`config.mk`:
```
export PLATFORM = sky130hd
export DESIGN_NAME = bsff_ctrl
export DESIGN_NICKNAME = d
export VERILOG_FILES = /design/src/sv/bsff_pkg.sv /design/src/sv/bsff_ctrl.sv
export SDC_FILE = /design/constraint.sdc
export NUM_CORES = 1
export LEC_CHECK = 0
export ABC_CLOCK_PERIOD_IN_PS = 3950
export BUFFER_PORTS_ARGS = -buffer_cell sky130_fd_sc_hd__clkbuf_2
export CAP_MARGIN = 20
export CORE_ASPECT_RATIO = 1.4
export CORE_MARGIN = 2
export CORE_UTILIZATION = 56
export DETAILED_ROUTE_END_ITERATION = 8
export PLACE_DENSITY = 0.81
export SYNTH_ARGS = -nofsm -noshare
export SYNTH_HDL_FRONTEND = slang
export SYNTH_SLANG_ARGS = --single-unit
```
`constraint.sdc`:
```
create_clock -name clk -period 3.95 [get_ports clk]
set_clock_uncertainty 0.05 [all_clocks]
set_input_delay 0.5925 -clock clk [delete_from_list [all_inputs] [get_ports clk]]
set_output_delay 0.5925 -clock clk [all_outputs]
set_load 0.01 [all_outputs]
```
`src/sv/bsff_pkg.sv`:
```
`default_nettype none
package bsff_pkg;

	localparam int POS_W = 12;
	localparam int CNT_W = 13;

	localparam logic CMD_SET  = 1'b0;
	localparam logic CMD_FIND = 1'b1;

	localparam logic [CNT_W-1:0] CNT_RESET = 13'd4096;

	typedef struct packed {
		logic             cmd;
		logic [POS_W-1:0] position;
		logic             bit_value;
	} req_t;

	typedef struct packed {
		logic [POS_W-1:0] result_index;
		logic             error;
	} rsp_t;

endpackage
`default_nettype wire

```
`src/sv/bsff_ctrl.sv`:
```
`default_nettype none
module bsff_ctrl #(
	parameter int MAX_BITS = 4096,
	parameter int AW = 9
) (
	input  wire logic                      clk,
	input  wire logic                      arst_n,
	input  wire logic                      cfg_we,
	input  wire logic [bsff_pkg::CNT_W-1:0] cfg_wdata,
	input  wire logic                      req_valid,
	output logic                           req_ready,
	input  wire bsff_pkg::req_t            req,
	output logic                           rsp_valid,
	input  wire logic                      rsp_ready,
	output bsff_pkg::rsp_t                 rsp,
	output logic                           mem_we,
	output logic [AW-1:0]                  mem_waddr,
	output logic [7:0]                     mem_wdata,
	output logic                           mem_re,
	output logic [AW-1:0]                  mem_raddr,
	input  wire logic [7:0]                mem_rdata
);

	localparam int DEPTH = (MAX_BITS + 7) / 8;
	localparam int KW = (AW + 3 > bsff_pkg::CNT_W) ? AW + 3 : bsff_pkg::CNT_W;
	localparam int BIW = KW - 3;
	localparam bit CAP_ON = (MAX_BITS < (1 << bsff_pkg::CNT_W));
	localparam logic [bsff_pkg::CNT_W-1:0] CAP_VAL = bsff_pkg::CNT_W'(MAX_BITS);
	localparam logic [AW-1:0] CLR_LAST = AW'(DEPTH - 1);

	typedef enum logic [2:0] {
		ST_CLEAR,
		ST_IDLE,
		ST_SET,
		ST_FIND,
		ST_DONE
	} state_t;

	state_t                     state_q;
	logic [bsff_pkg::CNT_W-1:0] bit_count_q;
	logic [AW-1:0]              clr_q;
	logic [BIW-1:0]             cur_q;
	logic [2:0]                 off_q;
	logic                       val_q;
	bsff_pkg::rsp_t             res_q;
	bsff_pkg::rsp_t             rsp_q;
	logic                       rsp_valid_q;

	logic [bsff_pkg::CNT_W-1:0] eff_cnt;
	logic [KW-1:0]              cnt_k;
	logic [BIW-1:0]             cnt_byte;
	logic [2:0]                 cnt_rem;
	logic [KW-1:0]              pos_k;
	logic                       accept;
	logic                       pos_bad;
	logic [BIW-1:0]             nxt_byte;
	logic                       nxt_ok;
	logic [7:0]                 hit;
	logic [2:0]                 hit_j;
	logic                       any_hit;
	logic [KW-1:0]              hit_k;
	logic [KW-1:0]              set_k;
	logic [7:0]                 bit_mask;

	// positions at or beyond the store never exist
	assign eff_cnt = (CAP_ON && bit_count_q > CAP_VAL) ? CAP_VAL : bit_count_q;
	assign cnt_k = KW'(eff_cnt);
	assign cnt_byte = cnt_k[KW-1:3];
	assign cnt_rem = cnt_k[2:0];

	assign pos_k = KW'(req.position);
	assign pos_bad = (pos_k >= cnt_k);
	assign req_ready = (state_q == ST_IDLE);
	assign accept = req_valid && req_ready;

	assign nxt_byte = cur_q + BIW'(1);
	assign nxt_ok = ({nxt_byte, 3'b000} < cnt_k);

	// bits of the current word that may match: at or after the start offset, below the count
	always_comb begin
		for (int j = 0; j < 8; j++) begin
			hit[j] = (mem_rdata[7-j] == val_q) && (3'(j) >= off_q)
				&& ((cur_q < cnt_byte) || (3'(j) < cnt_rem));
		end
		hit_j = 3'd0;
		for (int j = 7; j >= 0; j--) begin
			if (hit[j]) begin
				hit_j = 3'(j);
			end
		end
	end
	assign any_hit = |hit;
	assign hit_k = {cur_q, hit_j};
	assign set_k = {cur_q, off_q};
	assign bit_mask = 8'h80 >> off_q;

	always_comb begin
		mem_we = 1'b0;
		mem_waddr = cur_q[AW-1:0];
		mem_wdata = val_q ? (mem_rdata | bit_mask) : (mem_rdata & ~bit_mask);
		mem_re = 1'b0;
		mem_raddr = pos_k[AW+2:3];
		case (state_q)
			ST_CLEAR: begin
				mem_we = 1'b1;
				mem_waddr = clr_q;
				mem_wdata = 8'h00;
			end
			ST_IDLE: begin
				mem_re = accept && !pos_bad;
			end
			ST_SET: begin
				mem_we = 1'b1;
			end
			ST_FIND: begin
				mem_re = !any_hit && nxt_ok;
				mem_raddr = nxt_byte[AW-1:0];
			end
			default: begin
			end
		endcase
	end

	always_ff @(posedge clk or negedge arst_n) begin
		if (!arst_n) begin
			state_q <= ST_CLEAR;
			bit_count_q <= bsff_pkg::CNT_RESET;
			clr_q <= '0;
			cur_q <= '0;
			off_q <= '0;
			val_q <= 1'b0;
			res_q <= '0;
			rsp_q <= '0;
			rsp_valid_q <= 1'b0;
		end else begin
			if (cfg_we) begin
				bit_count_q <= cfg_wdata;
			end
			if (rsp_valid_q && rsp_ready && state_q != ST_DONE) begin
				rsp_valid_q <= 1'b0;
			end
			case (state_q)
				ST_CLEAR: begin
					clr_q <= clr_q + AW'(1);
					if (clr_q == CLR_LAST) begin
						state_q <= ST_IDLE;
					end
				end
				ST_IDLE: begin
					if (accept) begin
						cur_q <= pos_k[KW-1:3];
						off_q <= req.position[2:0];
						val_q <= req.bit_value;
						if (pos_bad) begin
							res_q.result_index <= '0;
							res_q.error <= 1'b1;
							state_q <= ST_DONE;
						end else if (req.cmd == bsff_pkg::CMD_SET) begin
							state_q <= ST_SET;
						end else begin
							state_q <= ST_FIND;
						end
					end
				end
				ST_SET: begin
					res_q.result_index <= set_k[bsff_pkg::POS_W-1:0];
					res_q.error <= 1'b0;
					state_q <= ST_DONE;
				end
				ST_FIND: begin
					if (any_hit) begin
						res_q.result_index <= hit_k[bsff_pkg::POS_W-1:0];
						res_q.error <= 1'b0;
						state_q <= ST_DONE;
					end else if (nxt_ok) begin
						cur_q <= nxt_byte;
						off_q <= 3'd0;
					end else begin
						res_q.result_index <= '0;
						res_q.error <= 1'b1;
						state_q <= ST_DONE;
					end
				end
				ST_DONE: begin
					// hold until the output register is free
					if (!rsp_valid_q || rsp_ready) begin
						rsp_q <= res_q;
						rsp_valid_q <= 1'b1;
						state_q <= ST_IDLE;
					end
				end
				default: begin
					state_q <= ST_IDLE;
				end
			endcase
		end
	end

	assign rsp_valid = rsp_valid_q;
	assign rsp = rsp_q;

endmodule
`default_nettype wire

```
==> impl_metrics.ini <==
[status]
outcome = finished, final reports clean

[final_layout]
n_antenna_cell = 0
finalCoreUtilization_pct = 66.43
syn_to_final_growth_pct = 16.88
layout.nets = 604
drive_gt1_share_pct = 29.96

[critical_path]
crit_path_top_delay_cell = dfstp_2
criticalPathCategory = flip-flop to output port
r2r-start = bit_count_q[12]
critPathTopFamily = simple AND/OR/NAND/NOR gates
arrival_ps = 3200
cp-end-kind = output port
path_cells = clkinvlp_4 -> buf_4 -> nand2_1 -> ha_1 -> nand4_1 -> a2111o_1 -> or3b_2 -> a21bo_2 -> nand4b_1 -> o21ai_0 -> clkbuf_2
required_ps = 3310
crit_buf_inv = 3
setup.worst_path.start = bit_count_q[12]
slowest_delay_ps = 640
critPathLaunchType = flip-flop
crit_fanout = 9

[sta]
max_freq_ghz = 0.2605
setup-tns-final_ps = 0
period_share_pct = 97.17
worst_pin_slew_ps = 643.4
hold_violations = 0
drv_slew = 0
final-setup-viol-count = 0
layout_min_cycle_time_ps = 3838
fin_ws_ps = 111.7
max_slew_margin_pct = 56.87

[global_route]
grt_max_degree = 43
grt_pass1_vias = 3724
antenna_found_initial = 0
grt_util_all_layers_pct = 26.94
grt_pass1_wl_um = 17820
grt_overflow = 0

[die]
chipHeight_um = 108.3
fp.dieArea_um2 = 8499
coreArea_um2 = 7655
die_width_um = 78.49
ios = 83
rows = 38
start_util_pct = 56.83

[worst_hold_path]
hold_class = primary input to async pin

[clocking]
cts_sinks = 66
cts-hold-fix-buffers = 0
clk_pin_slew_ps = 80
cts-root-buf = clkbuf_8
insertion_delay_ps = 350
htreeDepth = 3
cts_tree = yes
cts_buffer_depth = 2
cts-buffers-inserted = 9

[placed_design]
gp_congestion = 0.9176
post-place-ws_ps = 452.6
dpl.hpwl_um = 8290
port_buffers = 82

[logic_synthesis]
syn-num-nets = 522
ys_ff_latch = 66
synth_top_area_cell = dfrtp_1
yosysUniqueCellTypes = 59
syn_inst = 447
ys_warn_count = 0
synth_top_area_share_pct = 37.39
synth_edf_count = 0
synth_most_common_cell = dfrtp_1
async_flop_share_pct = 100.0
synth_common_cells = dfrtp_1, nand2_1, mux2_2
ys_seq_area_share_pct = 37.99
synth_area_leaders = dfrtp_1, mux2_2, ha_1, nand2_1, xnor2_1
yosys_most_used_dff = dfrtp_1
syn_area_um2 = 4350
avgSynthCellArea_um2 = 9.732

[routing]
highest_layer = met4
drtAntennaViolNets = 0
avgViaCountPerCell = 5.968
dr_wl_met2_um = 5531
met1_length_um = 4408
routed_wirelength_um = 10860
met3_length_um = 594
post_drt_wl_per_cell_um = 17.13
num_vias = 3784
drc = 0
drt_iter0_drc = 183
drtPass1Iterations = 5

[power_and_ir_drop]
peakVddDrop_uv = 507.5
p_int_mw = 2.103
comb_power_share_pct = 50.4
netSwitchingFraction_pct = 43.46
p_switching_mw = 1.616
p_per_area_nw_per_um2 = 731.5
p_leak_nw = 2.464
p_clk_share_pct = 16.1
total_power_mw = 3.720
pwr-share-seq_pct = 33.5

[flow_run]
max_cap_violations = 0
## worst paths after layout
kind	depth (start not counted)	end	slack, ps
max reg2reg	12	res_q[5]	360
max in group asynchronous	3	cur_q[7]	3000
min reg2reg	1	res_q[2]	440
min in group clk	2	bit_count_q[1]	420
max	11	mem_re	110
min	1	rsp[1]	30
## power groups by stage
| stage | Combinational [mW] | Sequential [mW] | Clock, mW |
|---|---|---|---|
| final | 1.87 | 1.25 | 0.600 |
| after global routing | 2.07 | 1.28 | 0.642 |
| after CTS | 1.86 | 1.24 | 0.611 |
| after detailed placement | 1.84 | 1.25 | 0 |
| after global placement | 1.79 | 1.24 | 0 |
| after floorplan | 1.39 | 1.11 | 0 |
## kinds of logic (layout without fill, tap and decap cells)
group / after synthesis / in the layout / synth area share [%]
and+or+nand+nor: 154 / 154 / 17.37
xor gates and xnor gates: 23 / 23 / 4.630
DFF: 66 / 66 / 37.99
AOI/OAI and AO/OA: 79 / 79 / 12.63
muxes: 54 / 54 / 13.72
buffers and inverters: 36 / 123 / 3.595
adders and majority gates: 35 / 35 / 10.07
## registers in the layout, indices dropped and copies added, names as in the netlist
register / flops
cur_q: 10
clr_q: 9
val_q: 1
off_q: 3
rsp: 13
bit_count_q: 13
res_q: 13
rsp_valid: 1
state_q: 3
## stage by stage
step	hold slack, ps	cell area, um^2	std cells
2_1_floorplan	246.9	4350	447
3_3_place_gp	413.6	4832	615
3_5_place_dp	430.9	4832	615
4_1_cts	406.6	5046	631
5_1_grt	21.15	5085	634
6_report	26.57	5085	634
## placed cells by master (no fill, tap or decap), types with 2 or more instances in the layout
cell type and count:
a21o_1 2, a21oi_1 14, a22o_1 10, a31oi_1 6
and2_1 3, and3_1 3, buf_4 6, clkbuf_2 82
clkbuf_8 11, clkinv_4 2, clkinvlp_4 3, dfrtp_1 65
ha_1 35, inv_1 17, mux2_2 45, mux2i_1 9
nand2_1 56, nand2b_1 7, nand3_1 22, nand3b_1 2
nand4_1 8, nor2_1 27, nor2b_1 4, nor3_1 8
nor3b_1 4, o21ai_0 22, o221ai_1 2, o22ai_1 2
or3_1 2, xnor2_1 17, xor2_1 6
## final cells by class
type / count / area (um^2)
clock inverter: 5 / 62.56
timing repair buffer: 89 / 475.5
sequential: 66 / 1653
inverter: 18 / 71.32
tap: 100 / 125.1
multi-input combinational: 345 / 2546
fill: 640 / 2570
clock buffer: 11 / 151.4
## what timing repair did
action	in CTS	in global routing
gates resized for setup	0	1
endpoints found under the hold margin	0	0
setup endpoints to repair	0	1
buffers inserted	0	2
## per-layer routing
layer	track usage [%]	vias up
li1	-	1785
met1	33.03	1830
met2	46.98	140
met3	4.174	29
met4	11.65	0
met5	0	-
No activity file was read; power rests on OpenSTA's default activity.
